File: config.mk
export PLATFORM = sky130hd
export DESIGN_NAME = char_lcd_nibble_sequencer_core_flat
export DESIGN_NICKNAME = d
export VERILOG_FILES = /design/src/clcd_pkg.sv /design/src/clcd_if.sv /design/src/clcd_text_buf.sv /design/src/char_lcd_nibble_sequencer_core.sv /design/src/flat_wrapper.sv
export SDC_FILE = /design/constraint.sdc
export NUM_CORES = 1
export LEC_CHECK = 0
export BUFFER_PORTS_ARGS = -buffer_cell sky130_fd_sc_hd__clkbuf_2
export CORE_MARGIN = 3
export CORE_UTILIZATION = 57
export DETAILED_ROUTE_END_ITERATION = 10
export GPL_TIMING_DRIVEN = 0
export PLACE_DENSITY = 0.83
export SYNTH_ARGS = -nofsm -noshare
export SYNTH_HDL_FRONTEND = slang
export SYNTH_HIERARCHICAL = 1
export SYNTH_SLANG_ARGS = --single-unit
File: constraint.sdc
create_clock -name clk -period 3.47 [get_ports clk]
set_input_delay 0.1735 -clock clk [delete_from_list [all_inputs] [get_ports clk]]
set_output_delay 0.1735 -clock clk [all_outputs]
set_load 0.02 [all_outputs]
File: src/clcd_pkg.sv
// Shared types and constants for the character LCD nibble sequencer.
package clcd_pkg;

  // Text buffer geometry
  localparam int COLUMNS    = 16;
  localparam int TBUF_DEPTH = 2 * COLUMNS;
  localparam int TBUF_AW    = $clog2(TBUF_DEPTH);

  // State widths
  localparam int IDX_W  = 4;
  localparam int LEFT_W = 5;

  // Configuration register indexes
  localparam int          NUM_INIT  = 6;
  localparam logic [2:0]  REG_DELAY = 3'd6;

  // Fixed command bytes
  localparam logic [7:0] LINE2_CMD = 8'hC0;
  localparam logic [7:0] HOME_CMD  = 8'h03;

  // Reset values of the configuration registers
  localparam logic [7:0] DELAY_RST = 8'd10;
  localparam logic [7:0] INIT_RST [NUM_INIT] = '{8'h33, 8'h32, 8'h28, 8'h08, 8'h01, 8'h06};

  typedef enum logic [1:0] {
    CMD_TICK   = 2'd0,
    CMD_INIT   = 2'd1,
    CMD_UPDATE = 2'd2,
    CMD_CELL   = 2'd3
  } cmd_t;

  typedef enum logic [2:0] {
    PH_HIGH = 3'd0,
    PH_DOWN = 3'd1,
    PH_LOW  = 3'd2,
    PH_WAIT = 3'd3,
    PH_EXEC = 3'd4,
    PH_IDLE = 3'd5
  } phase_t;

  typedef enum logic [1:0] {
    SRC_INIT = 2'd0,
    SRC_TEXT = 2'd1,
    SRC_JUMP = 2'd2,
    SRC_HOME = 2'd3
  } byte_src_t;

  // Write request into the text buffer
  typedef struct packed {
    logic               en;
    logic [TBUF_AW-1:0] addr;
    logic [7:0]         data;
  } tbuf_wr_t;

endpackage

File: src/clcd_if.sv
// Valid/ready channel interfaces for sequencer requests and pin results.
interface clcd_in_if;
  import clcd_pkg::*;
  logic       valid;
  logic       ready;
  logic [1:0] cmd;
  logic       row;
  logic [3:0] column;
  logic [7:0] char_code;

  modport source (output valid, cmd, row, column, char_code, input ready);
  modport sink   (input valid, cmd, row, column, char_code, output ready);
endinterface

interface clcd_out_if;
  logic       valid;
  logic       ready;
  logic [3:0] data_nibble;
  logic       lcd_enable;
  logic       reg_select;
  logic       busy_res;

  modport source (output valid, data_nibble, lcd_enable, reg_select, busy_res, input ready);
  modport sink   (input valid, data_nibble, lcd_enable, reg_select, busy_res, output ready);
endinterface

File: src/clcd_text_buf.sv
// Two-row text buffer: one write port, one combinational read port.
module clcd_text_buf
  import clcd_pkg::*;
(
  input  logic               clk,
  input  logic               rst_n,
  input  tbuf_wr_t           wr,
  input  logic [TBUF_AW-1:0] rd_addr,
  output logic [7:0]         rd_data
);

  logic [7:0] cells_r [TBUF_DEPTH];

  // Clear on reset, store cell writes
  always_ff @(posedge clk) begin
    if (!rst_n) begin
      for (int i = 0; i < TBUF_DEPTH; i++) begin
        cells_r[i] <= '0;
      end
    end else if (wr.en) begin
      cells_r[wr.addr] <= wr.data;
    end
  end

  assign rd_data = cells_r[rd_addr];

endmodule

File: src/char_lcd_nibble_sequencer_core.sv
// Top level of the character LCD nibble sequencer.
//
//   channel | dir | transfer content
//   --------+-----+---------------------------------------------------
//   in_ch   | in  | cmd, row, column, char_code (tick, request, cell write)
//   out_ch  | out | data_nibble, lcd_enable, reg_select, busy_res
//   cfg_*   | in  | cfg_we, cfg_index, cfg_data (init bytes, delay_ticks)
//
// Every input transfer is processed as it is accepted; its result sits in the
// output register the next cycle. One item per cycle is sustained while
// out_ch.ready is high; a stalled result holds the input off only when the
// output register is full and not being drained. Reset (rst_n, synchronous)
// clears the sequencer to idle, restores the configuration defaults and
// zeroes the text buffer in the same cycle.
module char_lcd_nibble_sequencer_core
  import clcd_pkg::*;
(
  input  logic        clk,
  input  logic        rst_n,
  clcd_in_if.sink     in_ch,
  clcd_out_if.source  out_ch,
  input  logic        cfg_we,
  input  logic [2:0]  cfg_index,
  input  logic [7:0]  cfg_data
);

  // Configuration registers
  logic [7:0] init_cmd_r [NUM_INIT];
  logic [7:0] delay_ticks_r;

  // Sequencer state
  phase_t              phase_r, phase_nxt;
  phase_t              after_r, after_nxt;
  phase_t              ret_r, ret_nxt;
  logic [7:0]          dcount_r, dcount_nxt;
  logic [LEFT_W-1:0]   left_r, left_nxt;
  byte_src_t           src_r, src_nxt;
  logic [IDX_W-1:0]    idx_r, idx_nxt;
  logic                row2_r, row2_nxt;
  logic                jump_r, jump_nxt;
  logic                rs_r, rs_nxt;
  logic                en_r, en_nxt;
  logic [3:0]          nib_r, nib_nxt;

  // Output register
  logic       out_valid_r;
  logic [3:0] out_nib_r;
  logic       out_en_r, out_rs_r, out_busy_r;

  logic               in_fire;
  cmd_t               cmd;
  tbuf_wr_t           tbuf_wr;
  logic [TBUF_AW-1:0] rd_addr;
  logic [7:0]         rd_data;
  logic [7:0]         cur_byte;

  assign in_ch.ready = !out_valid_r || out_ch.ready;
  assign in_fire     = in_ch.valid && in_ch.ready;
  assign cmd         = cmd_t'(in_ch.cmd);

  // Cell write address: row selects the upper half
  always_comb begin
    tbuf_wr.en   = in_fire && (cmd == CMD_CELL) && ({1'b0, in_ch.column} < 5'(COLUMNS));
    tbuf_wr.addr = (in_ch.row ? TBUF_AW'(COLUMNS) : '0) + TBUF_AW'(in_ch.column);
    tbuf_wr.data = in_ch.char_code;
  end

  assign rd_addr = (row2_r ? TBUF_AW'(COLUMNS) : '0) + TBUF_AW'(idx_r);

  clcd_text_buf u_tbuf (
    .clk     (clk),
    .rst_n   (rst_n),
    .wr      (tbuf_wr),
    .rd_addr (rd_addr),
    .rd_data (rd_data)
  );

  // Select the byte being sent
  always_comb begin
    unique case (src_r)
      SRC_INIT: cur_byte = ({1'b0, idx_r} < 5'(NUM_INIT)) ? init_cmd_r[idx_r[2:0]] : 8'h00;
      SRC_TEXT: cur_byte = ({1'b0, idx_r} < 5'(COLUMNS)) ? rd_data : 8'h00;
      SRC_JUMP: cur_byte = LINE2_CMD;
      SRC_HOME: cur_byte = HOME_CMD;
      default:  cur_byte = 8'h00;
    endcase
  end

  // Next state for one transfer
  always_comb begin
    phase_nxt  = phase_r;
    after_nxt  = after_r;
    ret_nxt    = ret_r;
    dcount_nxt = dcount_r;
    left_nxt   = left_r;
    src_nxt    = src_r;
    idx_nxt    = idx_r;
    row2_nxt   = row2_r;
    jump_nxt   = jump_r;
    rs_nxt     = rs_r;
    en_nxt     = en_r;
    nib_nxt    = nib_r;

    unique case (cmd)
      CMD_TICK: begin
        unique case (phase_r)
          PH_HIGH: begin
            nib_nxt   = cur_byte[7:4];
            ret_nxt   = PH_LOW;
            after_nxt = PH_DOWN;
            phase_nxt = PH_WAIT;
            en_nxt    = 1'b1;
          end
          PH_DOWN: begin
            en_nxt    = 1'b0;
            after_nxt = ret_r;
            phase_nxt = PH_WAIT;
          end
          PH_LOW: begin
            nib_nxt   = cur_byte[3:0];
            ret_nxt   = PH_EXEC;
            after_nxt = PH_DOWN;
            phase_nxt = PH_WAIT;
            en_nxt    = 1'b1;
          end
          PH_WAIT: begin
            if (dcount_r == 8'd0) begin
              dcount_nxt = delay_ticks_r;
              phase_nxt  = after_r;
            end else begin
              dcount_nxt = dcount_r - 8'd1;
            end
          end
          PH_EXEC: begin
            phase_nxt = PH_WAIT;
            if (left_r > LEFT_W'(1)) begin
              // More bytes in this run
              left_nxt  = left_r - LEFT_W'(1);
              idx_nxt   = idx_r + IDX_W'(1);
              after_nxt = PH_HIGH;
            end else begin
              left_nxt = '0;
              priority if (rs_r) begin
                // Row done: follow with line jump or home
                rs_nxt    = 1'b0;
                after_nxt = PH_HIGH;
                left_nxt  = LEFT_W'(1);
                idx_nxt   = '0;
                if (row2_r) begin
                  row2_nxt = 1'b0;
                  jump_nxt = 1'b0;
                  src_nxt  = SRC_HOME;
                end else begin
                  jump_nxt = 1'b1;
                  src_nxt  = SRC_JUMP;
                end
              end else if (jump_r) begin
                // Line jump sent: start row 1
                jump_nxt  = 1'b0;
                row2_nxt  = 1'b1;
                src_nxt   = SRC_TEXT;
                left_nxt  = LEFT_W'(COLUMNS);
                idx_nxt   = '0;
                rs_nxt    = 1'b1;
                after_nxt = PH_HIGH;
              end else begin
                row2_nxt  = 1'b0;
                rs_nxt    = 1'b0;
                after_nxt = PH_IDLE;
              end
            end
          end
          default: ;
        endcase
      end
      CMD_INIT: begin
        if (phase_r == PH_IDLE) begin
          src_nxt   = SRC_INIT;
          left_nxt  = LEFT_W'(NUM_INIT);
          idx_nxt   = '0;
          row2_nxt  = 1'b0;
          jump_nxt  = 1'b0;
          rs_nxt    = 1'b0;
          phase_nxt = PH_HIGH;
        end
      end
      CMD_UPDATE: begin
        if (phase_r == PH_IDLE) begin
          src_nxt   = SRC_TEXT;
          left_nxt  = LEFT_W'(COLUMNS);
          idx_nxt   = '0;
          row2_nxt  = 1'b0;
          jump_nxt  = 1'b0;
          rs_nxt    = 1'b1;
          phase_nxt = PH_HIGH;
        end
      end
      CMD_CELL: ;
      default: ;
    endcase
  end

  // Configuration writes
  always_ff @(posedge clk) begin
    if (!rst_n) begin
      for (int i = 0; i < NUM_INIT; i++) begin
        init_cmd_r[i] <= INIT_RST[i];
      end
      delay_ticks_r <= DELAY_RST;
    end else if (cfg_we) begin
      if (cfg_index < 3'(NUM_INIT)) begin
        init_cmd_r[cfg_index] <= cfg_data;
      end else if (cfg_index == REG_DELAY) begin
        delay_ticks_r <= cfg_data;
      end
    end
  end

  // Sequencer state register
  always_ff @(posedge clk) begin
    if (!rst_n) begin
      phase_r  <= PH_IDLE;
      after_r  <= PH_HIGH;
      ret_r    <= PH_HIGH;
      dcount_r <= DELAY_RST;
      left_r   <= '0;
      src_r    <= SRC_INIT;
      idx_r    <= '0;
      row2_r   <= 1'b0;
      jump_r   <= 1'b0;
      rs_r     <= 1'b0;
      en_r     <= 1'b0;
      nib_r    <= '0;
    end else if (in_fire) begin
      phase_r  <= phase_nxt;
      after_r  <= after_nxt;
      ret_r    <= ret_nxt;
      dcount_r <= dcount_nxt;
      left_r   <= left_nxt;
      src_r    <= src_nxt;
      idx_r    <= idx_nxt;
      row2_r   <= row2_nxt;
      jump_r   <= jump_nxt;
      rs_r     <= rs_nxt;
      en_r     <= en_nxt;
      nib_r    <= nib_nxt;
    end
  end

  // Output valid: set on accept, drop once taken
  always_ff @(posedge clk) begin
    if (!rst_n) begin
      out_valid_r <= 1'b0;
    end else if (in_fire) begin
      out_valid_r <= 1'b1;
    end else if (out_ch.ready) begin
      out_valid_r <= 1'b0;
    end
  end

  // Capture the pin levels after this transfer's update
  always_ff @(posedge clk) begin
    if (in_fire) begin
      out_nib_r  <= nib_nxt;
      out_en_r   <= en_nxt;
      out_rs_r   <= rs_nxt;
      out_busy_r <= (phase_nxt != PH_IDLE);
    end
  end

  assign out_ch.valid       = out_valid_r;
  assign out_ch.data_nibble = out_nib_r;
  assign out_ch.lcd_enable  = out_en_r;
  assign out_ch.reg_select  = out_rs_r;
  assign out_ch.busy_res    = out_busy_r;

`ifndef ASSERT_OFF
  // Strobe is never left high once the sequencer is back at idle
  a_en_busy: assert property (@(posedge clk) disable iff (!rst_n)
    en_r |-> (phase_r != PH_IDLE))
    else $error("enable high while idle");

  // Character data only ever comes from the text buffer
  a_rs_text: assert property (@(posedge clk) disable iff (!rst_n)
    rs_r |-> (src_r == SRC_TEXT))
    else $error("RS high on a command source");

  // Byte count never exceeds a row
  a_left_max: assert property (@(posedge clk) disable iff (!rst_n)
    left_r <= LEFT_W'(COLUMNS))
    else $error("byte count out of range");

  // An init request at idle starts the command run with RS low
  a_init_start: assert property (@(posedge clk) disable iff (!rst_n)
    (in_fire && (cmd == CMD_INIT) && (phase_r == PH_IDLE))
      |=> (phase_r == PH_HIGH) && !rs_r && (src_r == SRC_INIT))
    else $error("init request did not start sequence");

  // Every accepted item leaves a result in the output register
  a_fire_result: assert property (@(posedge clk) disable iff (!rst_n)
    in_fire |=> out_valid_r)
    else $error("accepted item produced no result");
`endif

endmodule

File: src/flat_wrapper.sv
// flat-port wrapper written by rule: the top's interface ports become plain ports
module char_lcd_nibble_sequencer_core_flat import clcd_pkg::*;
  (clk, rst_n, cfg_we, cfg_index, cfg_data, in_ch_valid, in_ch_cmd, in_ch_row, in_ch_column, in_ch_char_code, in_ch_ready, out_ch_valid, out_ch_data_nibble, out_ch_lcd_enable, out_ch_reg_select, out_ch_busy_res, out_ch_ready);
  clcd_in_if in_ch_i ();
  clcd_out_if out_ch_i ();
  input  logic clk;
  input  logic rst_n;
  input  logic cfg_we;
  input  logic [2:0] cfg_index;
  input  logic [7:0] cfg_data;
  input wire logic [$bits(in_ch_i.valid)-1:0] in_ch_valid;
  input wire logic [$bits(in_ch_i.cmd)-1:0] in_ch_cmd;
  input wire logic [$bits(in_ch_i.row)-1:0] in_ch_row;
  input wire logic [$bits(in_ch_i.column)-1:0] in_ch_column;
  input wire logic [$bits(in_ch_i.char_code)-1:0] in_ch_char_code;
  output wire logic [$bits(in_ch_i.ready)-1:0] in_ch_ready;
  output wire logic [$bits(out_ch_i.valid)-1:0] out_ch_valid;
  output wire logic [$bits(out_ch_i.data_nibble)-1:0] out_ch_data_nibble;
  output wire logic [$bits(out_ch_i.lcd_enable)-1:0] out_ch_lcd_enable;
  output wire logic [$bits(out_ch_i.reg_select)-1:0] out_ch_reg_select;
  output wire logic [$bits(out_ch_i.busy_res)-1:0] out_ch_busy_res;
  input wire logic [$bits(out_ch_i.ready)-1:0] out_ch_ready;
  assign in_ch_i.valid = in_ch_valid;
  assign in_ch_i.cmd = in_ch_cmd;
  assign in_ch_i.row = in_ch_row;
  assign in_ch_i.column = in_ch_column;
  assign in_ch_i.char_code = in_ch_char_code;
  assign in_ch_ready = in_ch_i.ready;
  assign out_ch_valid = out_ch_i.valid;
  assign out_ch_data_nibble = out_ch_i.data_nibble;
  assign out_ch_lcd_enable = out_ch_i.lcd_enable;
  assign out_ch_reg_select = out_ch_i.reg_select;
  assign out_ch_busy_res = out_ch_i.busy_res;
  assign out_ch_i.ready = out_ch_ready;
  char_lcd_nibble_sequencer_core u_core (.clk(clk), .rst_n(rst_n), .in_ch(in_ch_i), .out_ch(out_ch_i), .cfg_we(cfg_we), .cfg_index(cfg_index), .cfg_data(cfg_data));
endmodule
==> qor.csv <==
metric;value;unit
outcome;finished clean;
cts_buffers;39;
crit_slowest_cell;o21ai_0;
p_int;7.666;mW
dpl.hpwl;30.18;mm
synth-edff-count;327;
path_clk_slew;0.06;ns
num_vias;11420;
setup_viol;0;
min_to;u_core/u_tbuf/cells_r[20][2]$_SDFFCE_PN0P_;
reg2reg_from;u_core/out_ch.valid$_SDFFE_PN0P_;
maxCapViolCount;0;
p_per_area;495.3;nW/µm²
register_area;10760;µm²
ant_nets;0;
min_from;in_ch_char_code[2];
netlist-cell-type-count;68;
slowest_delay;1.05;ns
wl_per_cell;23.15;µm
chipWidth;181.8;µm
use_met3;5.148;%
crit_buf_inv;2;
fill_cells;2029;
gp_congestion;0.9681;
syn2layout_area_growth;12.31;%
synth.cell_area;17620;µm²
cts_tree;done;
hold_viol_final;0;
start_util;58.67;%
grt_max_degree;15;
switchingPower;2.136;mW
cts.path.max_buffers;3;
yosysWarnings;6;
final_cell_mix;327 x edfxtp_1, 272 x and2_1, 88 x mux4_2, 82 x nor2_1, 68 x nand2_1;
synth.yosys.seq_area_share;61.07;%
grt_pass1_vias;11500;
cp.arrival;3.61;ns
worstSetupPathType;reg -> reg;
r2r_slack;0.005;ns
grt.busiest_layer;met2;
placedCellCount;1743;
crit_chain;nand2b_1 > clkbuf_1 > and3_1 > nand4b_1 > clkbuf_1 > o21ai_0;
clk-insertion-delay-late;0.53;ns
switching_share;21.79;%
setup.worst_path.start_class;flop;
post-route-util;65.89;%
critPathMaxFanout;10;
drive_gt1_share;16.45;%
rsz0062_at_grt;true;
core_area;30030;µm²
share_seq_of_total_power;51.9;%
antenna_found_initial;2;
pwr-share-comb;5.9;%
netlist_instances;1298;
report.final.slew_viol_count;0;
drt_first_iter_violations;1400;
root_buffer;clkbuf_16;
use_met1;33.38;%
io_buffer_count;39;
tightest_slew;1.317;ns
cp_top_family;compound AO/OA/AOI/OAI gates;
fin_crit_sh;99.85;%
max_freq;288.6;MHz
multi_input_area;6456;µm²
layout.cells.most_common;edfxtp_1;
synth-seq-cells;374;
use_met2;42.66;%
die_area;33060;µm²
p_leak;7.197;nW
power_frac_clock;42.2;%
irDropWorstVdd;0.0004552;V
vias_per_cell;6.255;
rows;63;
holdPathStages;2;
die_y;181.8;µm
slew_headroom;11.27;%
drt-total-wl;42.27;mm
crit_top_cell;clkbuf_1;
avgSynthCellArea;13.58;µm²
r2r_end;u_core/u_tbuf/cells_r[18][4]$_SDFFCE_PN0P_;
finClkSkew;0.01956;ns
synth_async_sr_flop_share;0;%
nNetsFinal;1447;
layout_min_cycle_time;3.465;ns
htreeDepth;2;
hold_class;in -> reg;
critPathCaptureType;flop;
synthFlopType;edfxtp_1;
fin_cells;1826;
drc;0;
cp.required;3.61;ns
clkSinkCount;374;
grt_use_total;25.60;%
grt_first_pass_wirelength;65.36;mm
rr_worst_depth;6;
grt_overflow;0;
dr.pass1.iters;7;
io_pins;40;
cells by family after synthesis:
| family | Yosys count | synth area share (%) |
|---|---|---|
| xor+xnor | 1 | 0.04971 |
| simple gates | 526 | 16.69 |
| buf+inv | 109 | 2.613 |
| mux | 114 | 13.02 |
| other cells | 1 | 0.02128 |
| fa+ha+maj | 10 | 0.7101 |
| compound gates | 163 | 5.830 |
| flops | 374 | 61.07 |
Yosys cell counts, drive strengths merged (3+ instances only):
cell,number,area [µm²]
edfxtp,327,9819
and2,272,1702
mux4,90,2034
nor2,82,307.8
nand2,68,255.2
o21ai,66,330.3
clkbuf,61,229.0
dfxtp,47,940.9
a21oi,30,157.7
inv,28,105.1
buf,20,126.4
nand3,19,95.09
mux2,16,180.2
a21boi,15,112.6
nand2b,12,75.07
nor2b,11,68.82
nor3,11,60.06
ha,10,125.1
mux2i,8,80.08
nor4,8,56.30
or3,8,50.05
nand3b,7,52.55
nand4,7,43.79
o31ai,7,52.55
a31oi,5,31.28
nor3b,5,47.54
o211a,5,50.05
and3,4,25.02
o211ai,4,30.03
or3b,4,35.03
a211o,3,26.28
o21a,3,22.52
o221ai,3,26.28
repair_timing:
item | in CTS | in global routing
hold endpoints to repair | 13 | 0
buffers inserted | 0 | 0
cloned | 0 | 0
resized for setup | 7 | 15
hold buffers | 10 | 0
setup endpoints to repair | 8 | 54
area by class of cell:
cell class                 count  area share (%)
multi-input combinational    830           32.63
timing repair buffer          52           1.593
inverter                      28          0.5311
tap                          390           2.466
sequential                   374           54.38
clock inverter                25           1.372
buffer                        81           1.979
antenna                        1         0.01265
clock buffer                  45           5.046
power groups by stage:
stage | clock [mW] | sequential [mW] | combinational (mW)
after global placement | 0 | 5.17 | 0.531
after detailed placement | 0 | 5.18 | 0.549
after floorplan | 0 | 5.16 | 0.344
final | 4.14 | 5.09 | 0.574
after CTS | 4.20 | 5.09 | 0.563
after global routing | 4.39 | 5.10 | 0.617
routing by layer:
| metal | share of wire, % | vias up | routed length [µm] |
|---|---|---|---|
| li1 | - | 5025 | - |
| met1 | 37 | 5600 | 15690 |
| met2 | 49 | 665 | 20700 |
| met3 | 9.4 | 129 | 3988 |
| met4 | 4.4 | 2 | 1874 |
| met5 | 0.024 | - | 10 |
sequential cells by signal, summed over array words and instances (netlist names), 2 cells and up, named ones only:
| register | flops |
|---|---|
| u_core/u_tbuf/cells_r | 256 |
| u_core/nib_r | 4 |
| u_core/out_ch.data_nibble | 4 |
| u_core/dcount_r | 8 |
| u_core/left_r | 5 |
| u_core/src_r | 2 |
| u_core/init_cmd_r | 64 |
| u_core/phase_r | 3 |
| u_core/ret_r | 2 |
| u_core/idx_r | 4 |
| u_core/after_r | 3 |
| u_core/delay_ticks_r | 8 |
worst max path at each step:
stage	start	end	cells after the start
floorplan	u_core/idx_r[2]$_SDFFE_PN0N_	u_core/out_ch.data_nibble[3]$_DFFE_PP_	10
global placement	u_core/idx_r[2]$_SDFFE_PN0N_	u_core/out_ch.data_nibble[3]$_DFFE_PP_	10
detailed placement	u_core/idx_r[2]$_SDFFE_PN0N_	u_core/out_ch.data_nibble[3]$_DFFE_PP_	10
CTS	u_core/idx_r[2]$_SDFFE_PN0N_	u_core/out_ch.data_nibble[3]$_DFFE_PP_	10
global route	u_core/out_ch.valid$_SDFFE_PN0P_	u_core/u_tbuf/cells_r[30][6]$_SDFFCE_PN0P_	6
finish	u_core/out_ch.valid$_SDFFE_PN0P_	u_core/u_tbuf/cells_r[18][4]$_SDFFCE_PN0P_	6
through the flow:
step / hold slack, ns / setup TNS (ns) / power (mW) / worst slack (ns) / cell area [µm²]
after floorplan: 0.2977 / 0 / 5.506 / 0.5057 / 17680
after global placement: 0.4491 / -1.332 / 5.700 / -0.2936 / 18360
final: 0.02296 / 0 / 9.802 / 0.005073 / 19790
after detailed placement: 0.4517 / -2.012 / 5.728 / -0.4200 / 18370
after global routing: 0.02516 / -0.8305 / 10.11 / -0.04162 / 19790
after CTS: 0.0006337 / 0 / 9.850 / 0.07455 / 19750
No activity file was read; power rests on OpenSTA's default activity.
